**config.mk**
```make
export PLATFORM = sky130hd
export DESIGN_NAME = chained_hash_set
export DESIGN_NICKNAME = d
export VERILOG_FILES = /design/src/rtl/core/chs_pkg.sv /design/src/rtl/core/chs_ram.sv /design/src/rtl/core/chs_front.sv /design/src/rtl/core/chs_queue.sv /design/src/rtl/core/chs_back.sv /design/src/rtl/core/chained_hash_set.sv
export SDC_FILE = /design/constraint.sdc
export NUM_CORES = 2
export LEC_CHECK = 0
export BUFFER_PORTS_ARGS = -buffer_cell sky130_fd_sc_hd__buf_2
export CAP_MARGIN = 0
export CORE_MARGIN = 2
export CORE_UTILIZATION = 57
export CTS_CLUSTER_DIAMETER = 30
export CTS_CLUSTER_SIZE = 10
export DETAILED_ROUTE_END_ITERATION = 16
export PLACE_DENSITY_LB_ADDON = 0.1
export SKIP_LAST_GASP = 1
export SLEW_MARGIN = 0
export SYNTH_ARGS = -nofsm -noshare
export SYNTH_HDL_FRONTEND = slang
export SYNTH_HIERARCHICAL = 1
export SYNTH_SLANG_ARGS = --single-unit
```
**constraint.sdc**
```tcl
create_clock -name clk -period 10.5 [get_ports clk]
set_clock_uncertainty 0.1 [all_clocks]
set_input_delay 2.1 -clock clk [delete_from_list [all_inputs] [get_ports clk]]
set_output_delay 2.1 -clock clk [all_outputs]
set_load 0.05 [all_outputs]
```
**src/rtl/core/chs_pkg.sv**
```systemverilog
// Shared field widths, operation and status codes for the chained hash set.
package chs_pkg;

	// Beat field widths
	localparam int MODE_W         = 2;
	localparam int KEY_W          = 31;
	localparam int STATUS_W       = 3;
	localparam int BUCKET_FIELD_W = 4;

	// Stream bus data widths, padded to whole bytes
	localparam int S_DATA_W = 40;
	localparam int M_DATA_W = 8;

	// One bucket slot in memory: key plus its occupied flag on top
	localparam int ENTRY_W = KEY_W + 1;

	typedef logic [MODE_W-1:0]   mode_t;
	typedef logic [STATUS_W-1:0] status_t;

	// Operation codes; the unused code behaves as a search
	localparam mode_t MODE_INSERT = 2'd0;
	localparam mode_t MODE_REMOVE = 2'd1;
	localparam mode_t MODE_SEARCH = 2'd2;

	// Result status codes
	localparam status_t ST_INSERTED  = 3'd0;
	localparam status_t ST_DUPLICATE = 3'd1;
	localparam status_t ST_FOUND     = 3'd2;
	localparam status_t ST_ABSENT    = 3'd3;
	localparam status_t ST_FULL      = 3'd4;

endpackage

```
**src/rtl/core/chs_ram.sv**
```systemverilog
// Generic simple dual-port RAM with registered read.
module chs_ram #(
	parameter int WIDTH = 32,
	parameter int DEPTH = 16
) (
	input  logic                     clk,
	input  logic                     we,
	input  logic [$clog2(DEPTH)-1:0] waddr,
	input  logic [WIDTH-1:0]         wdata,
	input  logic                     re,
	input  logic [$clog2(DEPTH)-1:0] raddr,
	output logic [WIDTH-1:0]         rdata
);

	logic [WIDTH-1:0] mem_q [DEPTH];

	// Write port
	always_ff @(posedge clk) begin
		if (we) begin
			mem_q[waddr] <= wdata;
		end
	end

	// Read port, data held until the next read
	always_ff @(posedge clk) begin
		if (re) begin
			rdata <= mem_q[raddr];
		end
	end

endmodule

```
**src/rtl/core/chs_front.sv**
```systemverilog
// Front end: takes input beats and works out the bucket index (key mod BUCKETS).
module chs_front import chs_pkg::*; #(
	parameter int BUCKETS = 16,
	parameter int BW      = 4
) (
	input  logic          clk,
	input  logic          arst_n,
	// input beat
	input  logic          in_valid,
	output logic          in_ready,
	input  mode_t         in_mode,
	input  logic [KEY_W-1:0] in_key,
	// back end still clearing memory
	input  logic          clearing,
	// classified item toward the queue
	output logic          out_valid,
	input  logic          out_ready,
	output mode_t         out_mode,
	output logic [KEY_W-1:0] out_key,
	output logic [BW-1:0] out_idx
);

	// Reciprocal of BUCKETS scaled by 2^(KEY_W+BW), rounded up: exact quotient for any key
	localparam int               SHIFT  = KEY_W + BW;
	localparam int               RCP_W  = KEY_W + 1;
	localparam int               PROD_W = KEY_W + RCP_W;
	localparam longint           RCP_L  = ((longint'(1) <<< SHIFT) + longint'(BUCKETS) - 1)
		/ longint'(BUCKETS);
	localparam logic [RCP_W-1:0] RCP    = RCP_W'(RCP_L);
	localparam logic [BW-1:0]    B_LO   = BW'(BUCKETS);

	typedef enum logic [1:0] {F_IDLE, F_MUL, F_REM, F_HOLD} fstate_t;

	fstate_t             state_q;
	logic [KEY_W-1:0]    key_q;
	mode_t               mode_q;
	logic [BW-1:0]       quo_q;
	logic [BW-1:0]       rem_q;
	logic [PROD_W-1:0]   prod;
	logic                accept;

	// Handshakes
	assign in_ready  = !clearing && ((state_q == F_IDLE) || ((state_q == F_HOLD) && out_ready));
	assign accept    = in_valid && in_ready;
	assign out_valid = (state_q == F_HOLD);
	assign out_mode  = mode_q;
	assign out_key   = key_q;
	assign out_idx   = rem_q;

	// Key times reciprocal; the quotient sits from bit SHIFT up
	assign prod = PROD_W'(key_q) * PROD_W'(RCP);

	// Sequencer: multiply, then subtract; the remainder is below 2^BW, so low bits suffice
	always_ff @(posedge clk or negedge arst_n) begin
		if (!arst_n) begin
			state_q <= F_IDLE;
			key_q   <= '0;
			mode_q  <= MODE_INSERT;
			quo_q   <= '0;
			rem_q   <= '0;
		end else begin
			unique case (state_q)
				F_IDLE, F_HOLD: begin
					if (accept) begin
						key_q   <= in_key;
						mode_q  <= in_mode;
						state_q <= F_MUL;
					end else if ((state_q == F_HOLD) && out_ready) begin
						state_q <= F_IDLE;
					end
				end
				F_MUL: begin
					quo_q   <= prod[SHIFT +: BW];
					state_q <= F_REM;
				end
				F_REM: begin
					rem_q   <= key_q[BW-1:0] - quo_q * B_LO;
					state_q <= F_HOLD;
				end
				default: state_q <= F_IDLE;
			endcase
		end
	end

	// A new key is only loaded once the previous item has left
	a_accept_free: assert property (@(posedge clk) disable iff (!arst_n)
		accept |-> (state_q == F_IDLE) || out_ready)
		else $error("front accepted a beat over an unsent item");

endmodule

```
**src/rtl/core/chs_queue.sv**
```systemverilog
// Short FIFO decoupling the front end from the back end.
module chs_queue #(
	parameter int W     = 8,
	parameter int DEPTH = 2
) (
	input  logic         clk,
	input  logic         arst_n,
	input  logic         push_valid,
	output logic         push_ready,
	input  logic [W-1:0] push_data,
	output logic         pop_valid,
	input  logic         pop,
	output logic [W-1:0] pop_data
);

	localparam int AW = (DEPTH > 1) ? $clog2(DEPTH) : 1;
	localparam int CW = $clog2(DEPTH + 1);

	logic [W-1:0]  entry_q [DEPTH];
	logic [AW-1:0] wr_q;
	logic [AW-1:0] rd_q;
	logic [CW-1:0] cnt_q;
	logic          do_push;
	logic          do_pop;

	assign push_ready = (cnt_q != CW'(DEPTH));
	assign pop_valid  = (cnt_q != '0);
	assign pop_data   = entry_q[rd_q];
	assign do_push    = push_valid && push_ready;
	assign do_pop     = pop && pop_valid;

	// Storage, no reset needed
	always_ff @(posedge clk) begin
		if (do_push) begin
			entry_q[wr_q] <= push_data;
		end
	end

	// Pointers and fill count
	always_ff @(posedge clk or negedge arst_n) begin
		if (!arst_n) begin
			wr_q  <= '0;
			rd_q  <= '0;
			cnt_q <= '0;
		end else begin
			if (do_push) begin
				wr_q <= (wr_q == AW'(DEPTH - 1)) ? '0 : wr_q + 1'b1;
			end
			if (do_pop) begin
				rd_q <= (rd_q == AW'(DEPTH - 1)) ? '0 : rd_q + 1'b1;
			end
			if (do_push && !do_pop) begin
				cnt_q <= cnt_q + 1'b1;
			end else if (do_pop && !do_push) begin
				cnt_q <= cnt_q - 1'b1;
			end
		end
	end

	a_cnt_range: assert property (@(posedge clk) disable iff (!arst_n)
		cnt_q <= CW'(DEPTH))
		else $error("queue fill count out of range");

	a_pop_nonempty: assert property (@(posedge clk) disable iff (!arst_n)
		pop |-> pop_valid)
		else $error("queue popped while empty");

endmodule

```
**src/rtl/core/chs_back.sv**
```systemverilog
// Back end: clears the bucket memory, then per item reads, scans and rewrites if changed.
module chs_back import chs_pkg::*; #(
	parameter int BUCKETS = 16,
	parameter int WAYS    = 4,
	parameter int BW      = 4
) (
	input  logic          clk,
	input  logic          arst_n,
	// item from the queue
	input  logic          q_valid,
	output logic          q_pop,
	input  mode_t         q_mode,
	input  logic [KEY_W-1:0] q_key,
	input  logic [BW-1:0] q_idx,
	// memory clearing pass in progress
	output logic          clearing,
	// result beat
	output logic          res_valid,
	input  logic          res_ready,
	output status_t       res_status,
	output logic [BUCKET_FIELD_W-1:0] res_bucket
);

	localparam int ROW_W = WAYS * ENTRY_W;

	typedef enum logic [1:0] {B_CLEAR, B_IDLE, B_READ, B_CMP} bstate_t;

	bstate_t          state_q;
	logic [BW-1:0]    clr_q;
	mode_t            mode_q;
	logic [KEY_W-1:0] key_q;
	logic [BW-1:0]    idx_q;
	logic [WAYS-1:0]  match_q;
	logic [WAYS-1:0]  valid_q;
	logic             out_valid_q;
	status_t          out_status_q;
	logic [BUCKET_FIELD_W-1:0] out_bucket_q;

	logic             ram_we;
	logic [BW-1:0]    ram_waddr;
	logic [ROW_W-1:0] ram_wdata;
	logic [ROW_W-1:0] ram_rdata;
	logic [ROW_W-1:0] new_row;
	logic [WAYS-1:0]  rd_match;
	logic [WAYS-1:0]  rd_valid;
	logic [WAYS-1:0]  free_v;
	logic [WAYS-1:0]  hit_oh;
	logic [WAYS-1:0]  free_oh;
	logic [WAYS-1:0]  new_valid;
	logic             hit;
	logic             ins_ok;
	logic             rem_ok;
	logic             can_load;
	status_t          status_nxt;

	chs_ram #(.WIDTH(ROW_W), .DEPTH(BUCKETS)) u_ram (
		.clk   (clk),
		.we    (ram_we),
		.waddr (ram_waddr),
		.wdata (ram_wdata),
		.re    (q_pop),
		.raddr (q_idx),
		.rdata (ram_rdata)
	);

	assign clearing   = (state_q == B_CLEAR);
	assign q_pop      = (state_q == B_IDLE) && q_valid;
	assign res_valid  = out_valid_q;
	assign res_status = out_status_q;
	assign res_bucket = out_bucket_q;
	assign can_load   = !out_valid_q || res_ready;

	// Compare every way of the read row against the key
	always_comb begin
		for (int w = 0; w < WAYS; w++) begin
			rd_valid[w] = ram_rdata[w*ENTRY_W + KEY_W];
			rd_match[w] = rd_valid[w] && (ram_rdata[w*ENTRY_W +: KEY_W] == key_q);
		end
	end

	// Lowest matching way and lowest free way, isolated as one-hot
	assign free_v  = ~valid_q;
	assign hit_oh  = match_q & (~match_q + WAYS'(1));
	assign free_oh = free_v & (~free_v + WAYS'(1));
	assign hit     = |match_q;

	// Decide status and the row update
	always_comb begin
		ins_ok     = 1'b0;
		rem_ok     = 1'b0;
		status_nxt = hit ? ST_FOUND : ST_ABSENT;
		priority if (mode_q == MODE_INSERT) begin
			if (hit) begin
				status_nxt = ST_DUPLICATE;
			end else if (|free_v) begin
				ins_ok     = 1'b1;
				status_nxt = ST_INSERTED;
			end else begin
				status_nxt = ST_FULL;
			end
		end else if (mode_q == MODE_REMOVE) begin
			rem_ok = hit;
		end else begin
			status_nxt = hit ? ST_FOUND : ST_ABSENT;
		end
	end

	always_comb begin
		if (ins_ok) begin
			new_valid = valid_q | free_oh;
		end else if (rem_ok) begin
			new_valid = valid_q & ~hit_oh;
		end else begin
			new_valid = valid_q;
		end
		for (int w = 0; w < WAYS; w++) begin
			new_row[w*ENTRY_W +: KEY_W] = (ins_ok && free_oh[w]) ?
				key_q : ram_rdata[w*ENTRY_W +: KEY_W];
			new_row[w*ENTRY_W + KEY_W] = new_valid[w];
		end
	end

	// Memory write: zero rows while clearing, else the updated bucket
	assign ram_we    = clearing || ((state_q == B_CMP) && can_load && (ins_ok || rem_ok));
	assign ram_waddr = clearing ? clr_q : idx_q;
	assign ram_wdata = clearing ? '0 : new_row;

	// Sequencer and result register
	always_ff @(posedge clk or negedge arst_n) begin
		if (!arst_n) begin
			state_q      <= B_CLEAR;
			clr_q        <= '0;
			mode_q       <= MODE_INSERT;
			key_q        <= '0;
			idx_q        <= '0;
			match_q      <= '0;
			valid_q      <= '0;
			out_valid_q  <= 1'b0;
			out_status_q <= ST_INSERTED;
			out_bucket_q <= '0;
		end else begin
			if (out_valid_q && res_ready) begin
				out_valid_q <= 1'b0;
			end
			unique case (state_q)
				B_CLEAR: begin
					clr_q <= clr_q + 1'b1;
					if (clr_q == BW'(BUCKETS - 1)) begin
						state_q <= B_IDLE;
					end
				end
				B_IDLE: begin
					if (q_valid) begin
						mode_q  <= q_mode;
						key_q   <= q_key;
						idx_q   <= q_idx;
						state_q <= B_READ;
					end
				end
				B_READ: begin
					match_q <= rd_match;
					valid_q <= rd_valid;
					state_q <= B_CMP;
				end
				B_CMP: begin
					if (can_load) begin
						out_valid_q  <= 1'b1;
						out_status_q <= status_nxt;
						out_bucket_q <= BUCKET_FIELD_W'(idx_q);
						state_q      <= B_IDLE;
					end
				end
				default: state_q <= B_IDLE;
			endcase
		end
	end

	a_we_phase: assert property (@(posedge clk) disable iff (!arst_n)
		ram_we |-> (state_q == B_CLEAR) || (state_q == B_CMP))
		else $error("bucket memory written outside clear or update");

	a_update_result: assert property (@(posedge clk) disable iff (!arst_n)
		(ram_we && (state_q == B_CMP)) |=> out_valid_q)
		else $error("bucket update without a result beat");

	a_no_pop_clear: assert property (@(posedge clk) disable iff (!arst_n)
		clearing |-> !q_pop)
		else $error("item taken during memory clearing");

endmodule

```
**src/rtl/core/chained_hash_set.sv**
```systemverilog
// Chained hash set: insert, remove and search of 31-bit keys in a bucketed table.
//
// Input channel s_*: one beat per operation (mode, key). Output channel m_*:
// one beat per operation (status, bucket), in input order.
// The bucket index is key mod BUCKETS; each bucket holds up to WAYS keys.
// A front end works out the bucket index (multiply by a scaled reciprocal
// of BUCKETS, then subtract) and hands the item to a two-entry queue. A
// back end reads the whole bucket row from memory, compares all ways, then
// writes the row back if it changed and loads the output register.
// The front end takes a new beat only when idle or as its last item goes to
// the queue; the back end works on one item at a time: pop, read, compare.
// Reset: the bucket memory is cleared one row a cycle, every row, with
// s_tready low; then items are taken.
// A stalled output holds its beat; the queue fills and then s_tready drops.
module chained_hash_set import chs_pkg::*; #(
	parameter int BUCKETS = 16,
	parameter int WAYS    = 4
) (
	input  logic                clk,
	input  logic                arst_n,
	input  logic                s_tvalid,
	output logic                s_tready,
	input  logic [S_DATA_W-1:0] s_tdata,   // [1:0] mode, [32:2] key, rest zero
	output logic                m_tvalid,
	input  logic                m_tready,
	output logic [M_DATA_W-1:0] m_tdata    // [2:0] status, [6:3] bucket, rest zero
);

	localparam int BW    = $clog2(BUCKETS);
	localparam int QW    = MODE_W + KEY_W + BW;
	localparam int QDEPTH = 2;

	logic             clearing;
	logic             fr_valid;
	logic             fr_ready;
	mode_t            fr_mode;
	logic [KEY_W-1:0] fr_key;
	logic [BW-1:0]    fr_idx;
	logic             q_valid;
	logic             q_pop;
	logic [QW-1:0]    q_data;
	status_t          res_status;
	logic [BUCKET_FIELD_W-1:0] res_bucket;

	chs_front #(.BUCKETS(BUCKETS), .BW(BW)) u_front (
		.clk       (clk),
		.arst_n    (arst_n),
		.in_valid  (s_tvalid),
		.in_ready  (s_tready),
		.in_mode   (s_tdata[MODE_W-1:0]),
		.in_key    (s_tdata[MODE_W +: KEY_W]),
		.clearing  (clearing),
		.out_valid (fr_valid),
		.out_ready (fr_ready),
		.out_mode  (fr_mode),
		.out_key   (fr_key),
		.out_idx   (fr_idx)
	);

	chs_queue #(.W(QW), .DEPTH(QDEPTH)) u_queue (
		.clk        (clk),
		.arst_n     (arst_n),
		.push_valid (fr_valid),
		.push_ready (fr_ready),
		.push_data  ({fr_idx, fr_key, fr_mode}),
		.pop_valid  (q_valid),
		.pop        (q_pop),
		.pop_data   (q_data)
	);

	chs_back #(.BUCKETS(BUCKETS), .WAYS(WAYS), .BW(BW)) u_back (
		.clk        (clk),
		.arst_n     (arst_n),
		.q_valid    (q_valid),
		.q_pop      (q_pop),
		.q_mode     (q_data[MODE_W-1:0]),
		.q_key      (q_data[MODE_W +: KEY_W]),
		.q_idx      (q_data[MODE_W + KEY_W +: BW]),
		.clearing   (clearing),
		.res_valid  (m_tvalid),
		.res_ready  (m_tready),
		.res_status (res_status),
		.res_bucket (res_bucket)
	);

	// Output beat packing
	assign m_tdata = M_DATA_W'({res_bucket, res_status});

endmodule
```
Word level (Yosys, flattened, before mapping)

Memories as Yosys holds them, arrays and structs flattened. A register that Yosys moved wholly into a read port is not among the register bits.
Index checks and enable logic that the tools add are counted.

ROM bits: 0
RAM bits: 2122
Memories kept: 2
Latch bits: 0
Bits of input ports: 44
Output and inout bits: 10
Flip-flop bits (word level): 102
Word-level logic and storage cells: 124

Memories:

| name               | words | bits a word | read ports | clocked after Yosys merged registers in | write ports | RTL line        | text |
|---|---|---|---|---|---|---|---|
| u_back.u_ram.mem_q | 16    | 128         | 1          | 1                                       | 1           | chs_ram.sv:15   | `logic [WIDTH-1:0] mem_q [DEPTH];` |
| u_queue.entry_q    | 2     | 37          | 1          | 0                                       | 1           | chs_queue.sv:19 | `logic [W-1:0] entry_q [DEPTH];` |

Reduce and logical (&&, ||, !) cells: 38
Multiply operators: 0
$add $sub $neg: 7
$lt $le $gt $ge: 0
Shift operators: 0
Equality and inequality tests: 17
Muxes and demuxes: 35
Bitwise operators: 8
Div/mod/pow operators: 0

Operators by type and width:

| kind                                                            | number |
|---|---|
| 128-bit two-way mux                                             | 1 |
| 31-bit == test                                                  | 4 |
| 31-bit two-way mux                                              | 4 |
| 1-bit logical AND                                               | 18 |
| 4-bit NOT                                                       | 4 |
| 1-bit two-way mux                                               | 15 |
| 2-bit two-way mux                                               | 7 |
| 4-bit by 1-bit adder with 4-bit output, second input constant   | 3 |
| 4-bit bitwise AND                                               | 3 |
| 4-bit two-way mux                                               | 3 |
| 3-bit two-way mux                                               | 3 |
| 2-bit == test, second input constant                            | 4 |
| 2-bit one-hot mux with 4 select lines                           | 1 |
| 4-bit OR reduction                                              | 2 |
| 2-bit by 1-bit == test with 1-bit output, second input constant | 3 |
| 2-bit logical NOT                                               | 3 |
| 2-bit one-hot mux with 3 select lines                           | 1 |
| 2-bit AND reduction                                             | 3 |
| 4-bit == test, second input constant                            | 1 |
| 1-bit logical NOT                                               | 4 |
| 1-bit logical OR                                                | 4 |
| 2-bit by 1-bit != test with 1-bit output, second input constant | 2 |
| 2-bit != test, second input constant                            | 2 |
| 4-bit bitwise OR                                                | 1 |
| other kinds (7)                                                 | 9 |

Depth between registers and ports, before layout

Word-level depth: 10
Gate-level depth with buffers: 12
Gate-level depth less buffers: 9

By module

The synthesis kept the hierarchy.

By module, submodules not included:

| module           | cells an instance | times used | seq. area each (um^2) | area an instance (um^2) |
|---|---|---|---|---|
| chs_ram          | 3365              | 1          | 65342.7               | 80622.3 |
| chs_back         | 692               | 1          | 1476.4                | 6048.3 |
| chs_queue        | 133               | 1          | 2322.2                | 2946.6 |
| chs_front        | 91                | 1          | 975.9                 | 1534.0 |
| chained_hash_set | 2                 | 1          | 0.0                   | 11.3 |

Least setup slack after synthesis

No wires, ideal clock.

Path type: input to register
Start point: input m_tready
End point: memory u_back/u_ram/mem_q[0][0] in the netlist's numbering (enable)
Cell stages on the path: 4
Setup slack: -1.916 ns
Arrival: 11.544 ns
Data required time: 9.628 ns
Buffers on the path: 0
Library setup time: 0.772 ns
Path through: nand2b_1 -> a31o_2 -> or3b_2 -> nor3_1

Longest elaborated chain between the ends: 6

Ends and longest elaborated chain:

| element                                 | RTL line               | text |
|---|---|---|
| start: declaration                      | chained_hash_set.sv:25 | `input logic m_tready,` |
| 1-bit logical OR                        | chs_back.sv:71         | `assign can_load = !out_valid_q \|\| res_ready;` |
| 1-bit logical AND (2 in a row)          | chs_back.sv:124        | `assign ram_we = clearing \|\| ((state_q == B_CMP) && can_load && (ins_ok \|\| rem_ok));` |
| 1-bit logical OR                        | chs_back.sv:124        |  |
| named net u_back.ram_we                 | chs_back.sv:39         | `logic ram_we;` |
| 1-bit two-way mux                       | chs_ram.sv:19          | `if (we) begin` |
| 1-bit two-way mux (not written as such) | chs_ram.sv:20          | `mem_q[waddr] <= wdata;` |
| end: declaration                        | chs_ram.sv:15          |  |

The timed path passes the listed nets, and every way through them passes these cells.

Worst setup path in the final report

Start point: register u_back.match_q[1]
End point: memory u_back/u_ram/mem_q[10][94] in the netlist's numbering (enable)

Longest elaborated chain between the ends: 8
Elaborated cells between the ends (all ways): 10
Classes of those cells: mux (6); reduce/logical (4)

Ends and longest elaborated chain:

| element                                   | RTL line                        | text |
|---|---|---|
| start: declaration                        | chs_back.sv:33                  | `logic [WAYS-1:0] match_q;` |
| start signal: assignment                  | chs_back.sv:161                 | `match_q <= rd_match;` |
| 4-bit OR reduction *                      | chs_back.sv:85                  | `assign hit = \|match_q;` |
| 1-bit two-way mux (on tied branches)      | chs_back.sv:93, chs_back.sv:101 |  |
| 1-bit two-way mux                         | chs_back.sv:92                  | `priority if (mode_q == MODE_INSERT) begin` |
| 1-bit logical OR *                        | chs_back.sv:124                 |  |
| 1-bit logical AND *                       | chs_back.sv:124                 |  |
| 1-bit logical OR *                        | chs_back.sv:124                 |  |
| named net u_back.ram_we                   | chs_back.sv:39                  |  |
| 1-bit two-way mux *                       | chs_ram.sv:19                   |  |
| 1-bit two-way mux (not written as such) * | chs_ram.sv:20                   |  |

The timed path passes the listed nets; every way through them passes the cells marked *.

==> metrics.yaml <==
ys.flop_type: "edfxtp_1"
max_freq_ghz: 0.197
slew_headroom_pct: 14.1
path_clk_slew_ns: 0.05
reg2reg_from: "u_back/match_q[1]"
yosysSeqAreaShare_pct: 76.9
final_nets: 4708
hold_class: "reg -> reg"
drtIter0Drc: 4921
reg2reg_depth: 8
grt_pass1_vias: 47100
setup_viol: 0
cts_root_buffer: "clkbuf_16"
r2r-end: "u_back/u_ram/mem_q[10][94]"
ir_drop_uv: 288
pin_count: 54
grt_pass1_wl_um: 331000
syn2layout_area_growth_pct: 20.3
startpoint_type: "register"
clockBufferDepth: 4
rsz0062_at_grt: "false"
hpwl_um: 115000
ant_nets: 0
min_path_cells: 0
post-route-min-period_ns: 5.09
die_y_um: 404
routed_via_density: 6.43
crit_type: "reg -> reg"
num_rows: 146
setup_tns_ns: 0
final_area_mm2: 0.110
ys_warn_count: 6
synth_area_mm2: 0.0912
avgSynthCellArea_um2: 21.3
grtUsageTotal_pct: 28.6
cts_resized: 0
htreeDepth: 5
worst_pin_slew_ns: 1.29
gp_congestion: 0.786
core_mm2: 0.159
ys_types: 56
cts_tree: "done"
synthArstFlopShare_pct: 4.34
finalMaxSlewViolations: 0
hp-start: "u_front/out_key[21]"
layout_setup_ws_ns: 5.41
worstPathRequired_ns: 10.94
mostFrequentLayoutCell: "edfxtp_1"
antenna_cells: 0
critical_path_arrival_ns: 5.53
drv_cap: 0
grt-ovfl-total: 0
p_leak_nw: 37.1
worstSkewPairLatency_ns: 0.96
finalCritPeriodShare_pct: 48.5
synth_nets: 4336
post-cts-setup-buffer-count: 0
outcome: "finished clean"
totalWireLength_um: 231000
finalHoldViolCount: 0
r2r_setup_slack_ns: 5.41
wl_per_cell_um: 32.4
nFillCells: 9835
die_area_mm2: 0.163
multi_input_area_mm2: 0.0197
drive_gt1_share_pct: 30.6
layout_common_cells: "edfxtp_1 (2,250), mux4_2 (476), clkbuf_16 (470), a22oi_1 (219), nand2_1 (187)"
start_util_pct: 57.5
firstDrtPassIters: 5
synth_edf_count: 2250
clock_sinks: 2352
fin_hold_ws_ns: 0.355
fp.dieW_um: 404
numCtsBuffers: 461
crit_fanout: 44
dr_total_vias: 45800
endpoint_kind: "register"
hold_buffers: 0
dpl_worst_slack_ns: 4.63
dpl_cell_area_mm2: 0.0937
synthCells: 4283
yosys_register_bits: 2352
min_to: "u_queue/entry_q[1][23]"
antenna_found_initial: 3
final-seq-area_mm2: 0.0701
port_buffers: 45
grt_max_degree: 123
drcViolationCount: 0
powerDensity_mw_per_mm2: 355
critical path, stage by stage (launching register included):
cell and delay [ns]:
dfrtp_1 0.47, nor4_4 0.58, nand3_1 0.16, o21ai_0 0.24, a31o_2 0.31, nand3b_1 0.35, nor2_4 0.50, buf_4 0.88
buf_4 0.94
registers in the layout (all words and copies together) (netlist names), 31 cells and up:
name                cells
u_back/u_ram/mem_q   2048
u_front/out_key        31
u_back/u_ram/rdata    128
u_back/key_q           31
u_queue/entry_q        74
worst max-delay path by stage:
stage	cells after the start	from	to
floorplan	4	m_tready	u_back/u_ram/mem_q[1][0]
global placement	7	m_tready	u_back/u_ram/mem_q[10][65]
detailed placement	7	m_tready	u_back/u_ram/mem_q[10][65]
CTS	8	u_back/match_q[1]	u_back/u_ram/mem_q[10][121]
global route	8	u_back/match_q[1]	u_back/u_ram/mem_q[10][121]
finish	8	u_back/match_q[1]	u_back/u_ram/mem_q[10][94]
synth_stat cells (32+ instances only):
cell type / count / area [um^2]
clkbuf_1: 121 / 454
nand2_1: 188 / 706
a22oi_1: 219 / 1640
mux2i_1: 177 / 1770
edfxtp_1: 2250 / 67600
xor2_1: 127 / 1110
mux2_2: 98 / 1100
buf_6: 56 / 631
dfrtp_1: 102 / 2550
a21oi_1: 57 / 285
mux4_2: 476 / 10700
buf_2: 53 / 265
nor2_1: 115 / 432
nor4_1: 32 / 200
routing by layer:
metal	up-vias	wire, um	GRT usage, %
li1	18600	-	-
met1	24500	92200	40.5
met2	2192	112000	45.5
met3	413	19400	5.45
met4	4	6690	9.59
met5	-	29	0
power breakdown:
group          total (W)  leakage, nW  switching (W)  internal, W
Sequential        0.0146         21.7       0.000835       0.0138
Combinational    0.00949         7.72        0.00635      0.00313
Clock             0.0148         7.64        0.00474       0.0101
logic make-up (layout without fill, tap and decap cells):
family,Yosys count,in the layout,share of synthesized area (%)
AND/OR/NAND/NOR,394,394,1.95
other,1,1,0.00411
AO/OA/AOI/OAI,354,354,2.72
adder cells (fa/ha/maj),9,9,0.124
buffers and inverters,267,1025,1.75
XOR/XNOR,133,133,1.28
multiplexers,773,773,15.3
flip-flops,2352,2352,76.9
through the flow:
step,power [W],utilization [%],cells
after global routing,0.0403,69.1,7113
after global placement,0.0240,59.1,6264
after floorplan,0.0208,-,4283
after CTS,0.0391,69.1,7113
after detailed placement,0.0243,59.1,6264
final,0.0389,69.1,7113
layout make-up:
class	count	share of cell area, %
timing repair buffer	160	1.12
tap	2072	2.36
sequential	2352	64.0
clock inverter	325	3.53
clock buffer	524	11.0
multi-input combinational	1664	18.0
inverter	16	0.0594
Note: power is estimated with default switching activity, not from simulation.
